File: config.mk
export PLATFORM = sky130hd
export DESIGN_NAME = utf8_name_validator
export DESIGN_NICKNAME = d
export VERILOG_FILES = /design/src/rtl/uvn_pkg.sv /design/src/rtl/uvn_decode.sv /design/src/rtl/utf8_name_validator.sv
export VERILOG_INCLUDE_DIRS = /design/src /design/src/rtl
export SDC_FILE = /design/constraint.sdc
export NUM_CORES = 1
export LEC_CHECK = 0
export BUFFER_PORTS_ARGS = -buffer_cell sky130_fd_sc_hd__buf_2
export CORE_ASPECT_RATIO = 1.5
export CORE_MARGIN = 3
export CORE_UTILIZATION = 49
export CTS_CLUSTER_DIAMETER = 40
export DETAILED_ROUTE_END_ITERATION = 7
export PLACE_DENSITY_LB_ADDON = 0.25
export SLEW_MARGIN = 10
export SYNTH_ARGS = -nofsm -noshare
export SYNTH_HDL_FRONTEND = slang
export SYNTH_HIERARCHICAL = 1
export SYNTH_SLANG_ARGS = --single-unit
File: constraint.sdc
create_clock -name clk -period 3 [get_ports clk]
set_clock_uncertainty 0.05 [all_clocks]
set_input_delay 0.45 -clock clk [delete_from_list [all_inputs] [get_ports clk]]
set_output_delay 0.45 -clock clk [all_outputs]
set_load 0.005 [all_outputs]
File: src/rtl/utf8_name_validator_macros.svh
// Assertion macros for the UTF-8 name validator.
// Used by utf8_name_validator.sv; expects a clock named clk and a reset named rst.
`ifndef UTF8_NAME_VALIDATOR_MACROS_SVH
`define UTF8_NAME_VALIDATOR_MACROS_SVH

// Checked on every rising edge of clk, suspended while rst is high.
`define UVN_ASSERT(label, prop, msg) \
  label: assert property (@(posedge clk) disable iff (rst) prop) else $error(msg);

// Checked on every rising edge of clk, reset included.
`define UVN_ASSERT_ALWAYS(label, prop, msg) \
  label: assert property (@(posedge clk) prop) else $error(msg);

`endif

File: src/rtl/uvn_pkg.sv
// Shared types, codes and constants for the UTF-8 name validator.
// Used by uvn_decode.sv and utf8_name_validator.sv; no dependencies.
package uvn_pkg;

  localparam int BYTE_W                    = 8;
  localparam int CFG_W                     = 8;
  localparam int STATUS_W                  = 3;
  localparam int CP_W                      = 21;
  localparam int LENGTH_LIMIT_MAX_DEFAULT  = 255;
  localparam logic [CFG_W-1:0] MAX_NAME_BYTES_RESET = 8'd63;

  localparam logic [BYTE_W-1:0] CHAR_SPACE = 8'h20;
  localparam logic [BYTE_W-1:0] CHAR_TAB   = 8'h09;

  typedef enum logic [STATUS_W-1:0] {
    ST_OK        = 3'd0,
    ST_BLANK     = 3'd1,
    ST_UNTRIMMED = 3'd2,
    ST_TOO_LONG  = 3'd3,
    ST_NUL       = 3'd4,
    ST_INVALID   = 3'd5
  } status_t;

  typedef enum logic [1:0] {
    ENC_NONE    = 2'd0,
    ENC_NUL     = 2'd1,
    ENC_INVALID = 2'd2
  } enc_t;

  // Decoder state carried from one byte of a name to the next.
  typedef struct packed {
    logic [1:0]      pending;
    logic [CP_W-1:0] code_point;
    logic [1:0]      min_class;
    enc_t            err;
  } dec_t;

  localparam dec_t DEC_RESET = '{pending: 2'd0, code_point: '0, min_class: 2'd0,
                                 err: ENC_NONE};

  function automatic logic is_blank(input logic [BYTE_W-1:0] b);
    return (b == CHAR_SPACE) || (b == CHAR_TAB);
  endfunction

endpackage

File: src/rtl/uvn_decode.sv
// One-byte step of the UTF-8 decoder with a latched first encoding fault.
// Depends on uvn_pkg for the decoder state type and fault codes.
module uvn_decode
  import uvn_pkg::*;
(
  input  dec_t              dec,
  input  logic [BYTE_W-1:0] data_byte,
  output dec_t              dec_next
);

  localparam logic [CP_W-1:0] CP_MIN_2  = 21'h000080;
  localparam logic [CP_W-1:0] CP_MIN_3  = 21'h000800;
  localparam logic [CP_W-1:0] CP_MIN_4  = 21'h010000;
  localparam logic [CP_W-1:0] CP_MAX    = 21'h10FFFF;
  localparam logic [CP_W-1:0] SURR_LOW  = 21'h00D800;
  localparam logic [CP_W-1:0] SURR_HIGH = 21'h00DFFF;

  logic [CP_W-1:0] cp_shift;
  logic [CP_W-1:0] cp_min;

  assign cp_shift = {dec.code_point[CP_W-7:0], data_byte[5:0]};

  always_comb begin
    unique case (dec.min_class)
      2'd1:    cp_min = CP_MIN_2;
      2'd2:    cp_min = CP_MIN_3;
      default: cp_min = CP_MIN_4;
    endcase
  end

  always_comb begin
    dec_next = dec;
    if (dec.err != ENC_NONE) begin
      dec_next = dec;
    end else if (dec.pending != 2'd0) begin
      if (data_byte[7:6] != 2'b10) begin
        dec_next.err     = ENC_INVALID;
        dec_next.pending = 2'd0;
      end else begin
        dec_next.code_point = cp_shift;
        dec_next.pending    = dec.pending - 2'd1;
        // The sequence is complete: reject overlong forms, values past the
        // last code point and surrogates.
        if (dec.pending == 2'd1) begin
          if ((cp_shift < cp_min) || (cp_shift > CP_MAX) ||
              ((cp_shift >= SURR_LOW) && (cp_shift <= SURR_HIGH))) begin
            dec_next.err = ENC_INVALID;
          end
        end
      end
    end else if (data_byte == '0) begin
      dec_next.err = ENC_NUL;
    end else if (!data_byte[7]) begin
      dec_next = dec;
    end else if (data_byte[7:5] == 3'b110) begin
      dec_next.pending    = 2'd1;
      dec_next.min_class  = 2'd1;
      dec_next.code_point = {{(CP_W-5){1'b0}}, data_byte[4:0]};
    end else if (data_byte[7:4] == 4'b1110) begin
      dec_next.pending    = 2'd2;
      dec_next.min_class  = 2'd2;
      dec_next.code_point = {{(CP_W-4){1'b0}}, data_byte[3:0]};
    end else if (data_byte[7:3] == 5'b11110) begin
      dec_next.pending    = 2'd3;
      dec_next.min_class  = 2'd3;
      dec_next.code_point = {{(CP_W-3){1'b0}}, data_byte[2:0]};
    end else begin
      dec_next.err = ENC_INVALID;
    end
  end

endmodule

File: src/rtl/utf8_name_validator.sv
// Top level of the UTF-8 name validator: per-name state, length check, result register.
// Depends on uvn_pkg, uvn_decode and utf8_name_validator_macros.svh.
//
// The block checks a name that arrives one byte per item and answers with one
// status when the item marked last_byte arrives, or at once for an item marked
// empty_name (a blank name, whose data byte is ignored). It takes one item in
// every clock cycle: the decoder step, the byte counter and the status choice
// all sit in the logic between the per-name state registers and the result
// register, so a status appears on the output in the cycle after its closing
// item is accepted. The result register lets the block keep taking items
// while a status waits downstream; the input stalls only when that register
// is full and the output is stalled. Statuses, in priority order:
// blank, untrimmed (first or last byte a space or tab), longer than
// min(max_name_bytes, LENGTH_LIMIT_MAX) bytes, NUL lead byte, invalid UTF-8
// (bad lead or continuation, truncation, overlong, above 0x10FFFF, surrogate),
// then ok. max_name_bytes is written through cfg_write_en / cfg_write_data and
// resets to 63.
`include "utf8_name_validator_macros.svh"

module utf8_name_validator
  import uvn_pkg::*;
#(
  parameter int LENGTH_LIMIT_MAX = LENGTH_LIMIT_MAX_DEFAULT
) (
  input  logic                clk,
  input  logic                rst,
  input  logic                cfg_write_en,
  input  logic [CFG_W-1:0]    cfg_write_data,
  input  logic                in_valid,
  output logic                in_stall,
  input  logic [BYTE_W-1:0]   data_byte,
  input  logic                last_byte,
  input  logic                empty_name,
  output logic                out_valid,
  input  logic                out_stall,
  output logic [STATUS_W-1:0] status
);

  // The counter holds 0 up to LENGTH_LIMIT_MAX + 1, where it saturates; the
  // saturated value is always above any usable limit.
  localparam int CNT_W = $clog2(LENGTH_LIMIT_MAX + 2);
  localparam int LIM_W = (CNT_W > CFG_W) ? CNT_W : CFG_W;
  localparam logic [CNT_W-1:0] CNT_SAT   = CNT_W'(LENGTH_LIMIT_MAX + 1);
  localparam logic [LIM_W-1:0] LIMIT_CAP = LIM_W'(LENGTH_LIMIT_MAX);

  logic [CFG_W-1:0] max_name_bytes;

  // Per-name state.
  logic [CNT_W-1:0] byte_count;
  logic             first_was_blank;
  logic             at_name_start;
  dec_t             dec;

  logic             out_full;
  status_t          status_reg;

  logic             accept;
  logic [CNT_W-1:0] byte_count_next;
  logic             first_blank_next;
  dec_t             dec_next;
  enc_t             err_final;
  logic [LIM_W-1:0] limit;
  logic             untrimmed;
  logic             too_long;
  status_t          status_next;

  assign in_stall  = out_full && out_stall;
  assign accept    = in_valid && !in_stall;
  assign out_valid = out_full;
  assign status    = status_reg;

  uvn_decode u_decode (
    .dec       (dec),
    .data_byte (data_byte),
    .dec_next  (dec_next)
  );

  assign byte_count_next  = (byte_count < CNT_SAT) ? byte_count + 1'b1 : byte_count;
  assign first_blank_next = at_name_start ? is_blank(data_byte) : first_was_blank;

  // A name that closes in the middle of a sequence is truncated.
  assign err_final = ((dec_next.err == ENC_NONE) && (dec_next.pending != 2'd0)) ?
                     ENC_INVALID : dec_next.err;

  assign limit = (LIM_W'(max_name_bytes) > LIMIT_CAP) ? LIMIT_CAP : LIM_W'(max_name_bytes);
  assign untrimmed = first_blank_next || is_blank(data_byte);
  assign too_long  = LIM_W'(byte_count_next) > limit;

  always_comb begin
    if (empty_name) begin
      status_next = ST_BLANK;
    end else if (untrimmed) begin
      status_next = ST_UNTRIMMED;
    end else if (too_long) begin
      status_next = ST_TOO_LONG;
    end else if (err_final == ENC_NUL) begin
      status_next = ST_NUL;
    end else if (err_final == ENC_INVALID) begin
      status_next = ST_INVALID;
    end else begin
      status_next = ST_OK;
    end
  end

  always_ff @(posedge clk) begin
    if (rst) begin
      max_name_bytes <= MAX_NAME_BYTES_RESET;
    end else if (cfg_write_en) begin
      max_name_bytes <= cfg_write_data;
    end
  end

  // Any closing item, blank or not, returns the per-name state to its start.
  always_ff @(posedge clk) begin
    if (rst) begin
      byte_count      <= '0;
      first_was_blank <= 1'b0;
      at_name_start   <= 1'b1;
      dec             <= DEC_RESET;
    end else if (accept) begin
      if (empty_name || last_byte) begin
        byte_count      <= '0;
        first_was_blank <= 1'b0;
        at_name_start   <= 1'b1;
        dec             <= DEC_RESET;
      end else begin
        byte_count      <= byte_count_next;
        first_was_blank <= first_blank_next;
        at_name_start   <= 1'b0;
        dec             <= dec_next;
      end
    end
  end

  // Result register: loads on a closing item, empties when the item is taken.
  always_ff @(posedge clk) begin
    if (rst) begin
      out_full <= 1'b0;
    end else if (accept && (empty_name || last_byte)) begin
      out_full <= 1'b1;
    end else if (!out_stall) begin
      out_full <= 1'b0;
    end
  end

  always_ff @(posedge clk) begin
    if (accept && (empty_name || last_byte)) begin
      status_reg <= status_next;
    end
  end

  // A blank item always answers with the blank status on the next cycle.
  `UVN_ASSERT(a_blank_answer, accept && empty_name |=> out_valid && (status == ST_BLANK), "blank item did not give the blank status")

  // A closing space or tab makes the name untrimmed whatever else is wrong.
  `UVN_ASSERT(a_trailing_blank, accept && !empty_name && last_byte && ((data_byte == CHAR_SPACE) || (data_byte == CHAR_TAB)) |=> status == ST_UNTRIMMED, "trailing blank not reported as untrimmed")

  // A byte that does not close the name leaves the name started.
  `UVN_ASSERT(a_name_started, accept && !empty_name && !last_byte |=> !at_name_start && (byte_count != '0), "byte did not advance the name state")

  // Before the first byte of a name no count or blank mark is held.
  `UVN_ASSERT(a_start_clean, at_name_start |-> (byte_count == '0) && !first_was_blank && (dec.pending == 2'd0) && (dec.err == ENC_NONE), "name start with stale state")

endmodule

# Word-level counts from Yosys, hierarchy flattened
# Index checks and enable logic that the tools add are counted.
dict set report classes {
  n_addsub 2
  multipliers 0
  div 0
  muxes 32
  bitwise 0
  n_lt_le_gt_ge 6
  eq_ne 17
  n_shift 0
  n_reduce_logical 23
}
# cell n
set op_table {}
lappend op_table {{25-bit 2-to-1 mux} 4}
lappend op_table {{27-bit 2-to-1 mux} 3}
lappend op_table {{17-bit case mux with 2 select lines} 1}
lappend op_table {{2-bit 2-to-1 mux} 13}
lappend op_table {{23-bit 2-to-1 mux} 1}
lappend op_table {{21-bit by 16-bit >= comparator with 1-bit output (second input constant)} 1}
lappend op_table {{21-bit > comparator (second input constant)} 1}
lappend op_table {{21-bit by 16-bit less-or-equal comparator with 1-bit output (second input constant)} 1}
lappend op_table {{21-bit by 17-bit < comparator with 1-bit output} 1}
lappend op_table {{21-bit 2-to-1 mux} 1}
lappend op_table {{9-bit 2-to-1 mux} 2}
lappend op_table {{6-bit AND reduction} 2}
lappend op_table {{9-bit by 1-bit adder with 9-bit output (second input constant)} 1}
lappend op_table {{9-bit by 8-bit > comparator with 1-bit output} 1}
lappend op_table {{9-bit < comparator (second input constant)} 1}
lappend op_table {{8-bit by 4-bit == test with 1-bit output (second input constant)} 1}
lappend op_table {{8-bit by 6-bit == test with 1-bit output (second input constant)} 1}
lappend op_table {{8-bit zero test} 1}
lappend op_table {{2-bit != test (second input constant)} 4}
lappend op_table {{2-bit nonzero test} 4}
lappend op_table {{2-bit by 1-bit == test with 1-bit output (second input constant)} 3}
lappend op_table {{3-bit 2-to-1 mux} 2}
lappend op_table {{5-bit == test (second input constant)} 1}
lappend op_table {{1-bit logical AND} 5}
lappend op_table {{15 further kinds} 24}
dict set report totals {
  latchBits 0
  word_cells 91
  in_bits 23
  mem_bits_ro 0
  regBits 44
  output_inout_bits 5
  n_memories 0
  ram_bits 0
}

# Logic depth before layout (Yosys ltp)
dict set report logic_depth {
  ltp_word 18
  mapped_depth 12
  depth_no_buf 12
}

# By module
# Netlist, hierarchy kept.
# module cells_per_inst n_inst area_each_um2 seq_area_each_um2
set modules_own_cells {}
lappend modules_own_cells {utf8_name_validator 269 1 2297.2 1031.0}
lappend modules_own_cells {uvn_decode 127 1 763.2 0.0}

# Worst setup path after synthesis
# No wires, ideal clock.
dict set report synth_path {
  path_kind {reg2reg}
  start {reg, netlist name dec[25]}
  end {reg status_reg[2] (netlist: status[2]) (data pin)}
  arrival_time_ps 2112
  setup_time_ps 133
  setup_slack_ps 704
  period_less_slack_ps 2296
  stages_incl_launch_ff 13
  t_required_ps 2817
  path_buffers 2
  path_cell_list {dfxtp_1 -> inv_1 -> ha_1 -> buf_2 -> inv_1 -> nand3_2 -> clkbuf_1 -> o21ai_0 -> nor2_1 -> o21bai_1 -> ha_1 -> nor2_1 -> and4_1}
}
# element line
set synth_rtl {}
lappend synth_rtl {{end signal: assignment} utf8_name_validator.sv:148} ;# status_reg <= status_next;
lappend synth_rtl {{end: declaration} utf8_name_validator.sv:55} ;# status_t status_reg;

==> results.sh <==
export IMPL_status="completed"
export IMPL_critPathKind="reg2reg"
export IMPL_clock_fmax_ghz=0.396
export IMPL_post_place_cells=431
export IMPL_dieArea_mm2=0.00664
export IMPL_powerDensity_mw_per_mm2=416
export IMPL_slew_viol_final=0
export IMPL_p_switching_uw=320
export IMPL_first_global_vias=2477
export IMPL_initial_core_util_pct=50.7
export IMPL_cts_setup_buffers=0
export IMPL_slew_headroom_pct=55.0
export IMPL_critical_path_most_common_cell="ha_1"
export IMPL_period_needed_ps=2530
export IMPL_vias=2554
export IMPL_largestRegisters="dec (21), byte_count (9), max_name_bytes (8)"
export IMPL_drc=0
export IMPL_worstSkewPairLatency_ps=300
export IMPL_n_antenna_cell=0
export IMPL_detail_route_first_pass_iterations=4
export IMPL_viasPerCell=5.82
export IMPL_path_cells="inv_1 -> ha_1 -> inv_1 -> ha_1 -> o22ai_1 -> a2bb2oi_1 -> a221oi_1 -> o21bai_1 -> ha_1 -> nor2_1 -> and4_1"
export IMPL_grt_pass1_wl_mm=11.2
export IMPL_ir_drop_v=0.000278
export IMPL_max_cap_violations=0
export IMPL_synth_net_count=393
export IMPL_crit_required_ps=3120
export IMPL_cp_slowest_cell="dfxtp_1"
export IMPL_largest_register="dec"
export IMPL_cts_root_buf="clkbuf_8"
export IMPL_nNetsFinal=407
export IMPL_arrival_ps=2650
export IMPL_fin_cells=439
export IMPL_r2r_cells=11
export IMPL_ctsHtreeMaxLevel=2
export IMPL_ant_nets=0
export IMPL_pwr_share_seq_pct=48.7
export IMPL_pre_cts_ws_ps=519
export IMPL_setup_viol_count_final=0
export IMPL_p_sw_share_pct=25.5
export IMPL_grt_overflow=0
export IMPL_crit_cells=11
export IMPL_avgSynthCellArea_um2=7.86
export IMPL_dpl_hpwl_mm=4.86
export IMPL_layout_area_overhead_vs_synth_pct=8.77
export IMPL_die_h_um=98.3
export IMPL_fin_ws_ps=473
export IMPL_io_pins=28
export IMPL_cts_tree="done"
export IMPL_finalHoldViolCount=0
export IMPL_row_count=33
export IMPL_grt_max_degree=34
export IMPL_finalCritPeriodShare_pct=84.2
export IMPL_worst_pin_slew_ps=674
export IMPL_worstSetupEndpointType="flop"
export IMPL_place_gp_congestion=0.880
export IMPL_die_width_um=67.5
export IMPL_critPathMaxStageDelay_ps=360
export IMPL_largest_reg_flops=21
export IMPL_clock_sinks=44
export IMPL_power_leakage_nw=1.24
export IMPL_hold_depth=3
export IMPL_track_usage_pct=21.8
export IMPL_synth_area_mm2=0.00278
export IMPL_routed_wl_mm=6.79
export IMPL_rsz0062_at_grt="false"
export IMPL_cts_buffer_depth=2
export IMPL_post_drt_wl_per_cell_um=15.5
export IMPL_antenna_found_initial=0
export IMPL_clkTransAtPathRegs_ps=90
export IMPL_clkPwrFrac_pct=38.6
export IMPL_drt_iter0_markers=201
export IMPL_netlist_instances=354
export IMPL_synth_warnings=6
export IMPL_fin_tns_setup_ps=0
export IMPL_hp_class="in2reg"
export IMPL_cts_repair_resized=0
export IMPL_holdBufCountCts=0
export IMPL_worst_path_buf_inv=2
export IMPL_numCtsBuffers=5
export IMPL_p_int_uw=938
export IMPL_critPathLaunchType="flop"
export IMPL_path_delay_family="adder cells"
export IMPL_critPathMaxFanout=3
export IMPL_port_buffers=27
export IMPL_holdWs_ps=310
export IMPL_pwr_share_comb_pct=12.7
export IMPL_core_area_mm2=0.00549
export IMPL_drive_above_1_share_pct=14.6
## final cells by class
class	instances	area (µm²)
Multi-Input combinational cell	266	1670
Tap cell	70	87.6
Clock buffer	6	82.6
Inverter	21	78.8
Sequential cell	44	911
Clock inverter	2	38.8
Fill cell	547	2460
Timing Repair Buffer	30	158
## routing by layer
layer	GRT usage [%]	share of wire, %
met5	0	0
met4	11.7	4.1
met3	2.88	3.3
met2	38.5	53
met1	24.1	40
## worst min-delay path: cells and delay by family
family	cells	cell delay, ps
buf+inv	1	70
mux	1	50
simple gates	1	50
## placed cells by master, fill, tap and decap left out, types with 6 or more instances in the layout
master / count
nand2_1: 58
a21oi_1: 44
dfxtp_1: 41
buf_2: 27
nand3_1: 25
inv_1: 20
nor2_1: 18
ha_1: 16
o21ai_0: 10
nor4_1: 6
clkbuf_8: 6
## final timing paths
check	endpoint	startpoint	slack, ps
max	status[2]	dec[2]	470
min	max_name_bytes[0]	cfg_write_data[0]	310
max reg2reg	status[2]	dec[2]	470
min reg2reg	dec[26]	dec[26]	430
## metrics by stage
stage                     utilization, %  power (mW)  area (µm²)
after floorplan                        -       0.734        2780
after global placement              52.9       0.783        2910
after detailed placement            52.9       0.786        2910
after CTS                           55.1        1.27        3030
after global routing                55.1        1.32        3030
final                               55.1        1.26        3030
## power groups by stage
| stage | sequential (mW) | clock [mW] | combinational (mW) |
|---|---|---|---|
| after global routing | 0.615 | 0.526 | 0.179 |
| after CTS | 0.613 | 0.502 | 0.161 |
| after floorplan | 0.625 | 0 | 0.109 |
| after global placement | 0.626 | 0 | 0.157 |
| after detailed placement | 0.626 | 0 | 0.160 |
| final | 0.612 | 0.486 | 0.160 |
No activity file was read; power rests on OpenSTA's default activity.
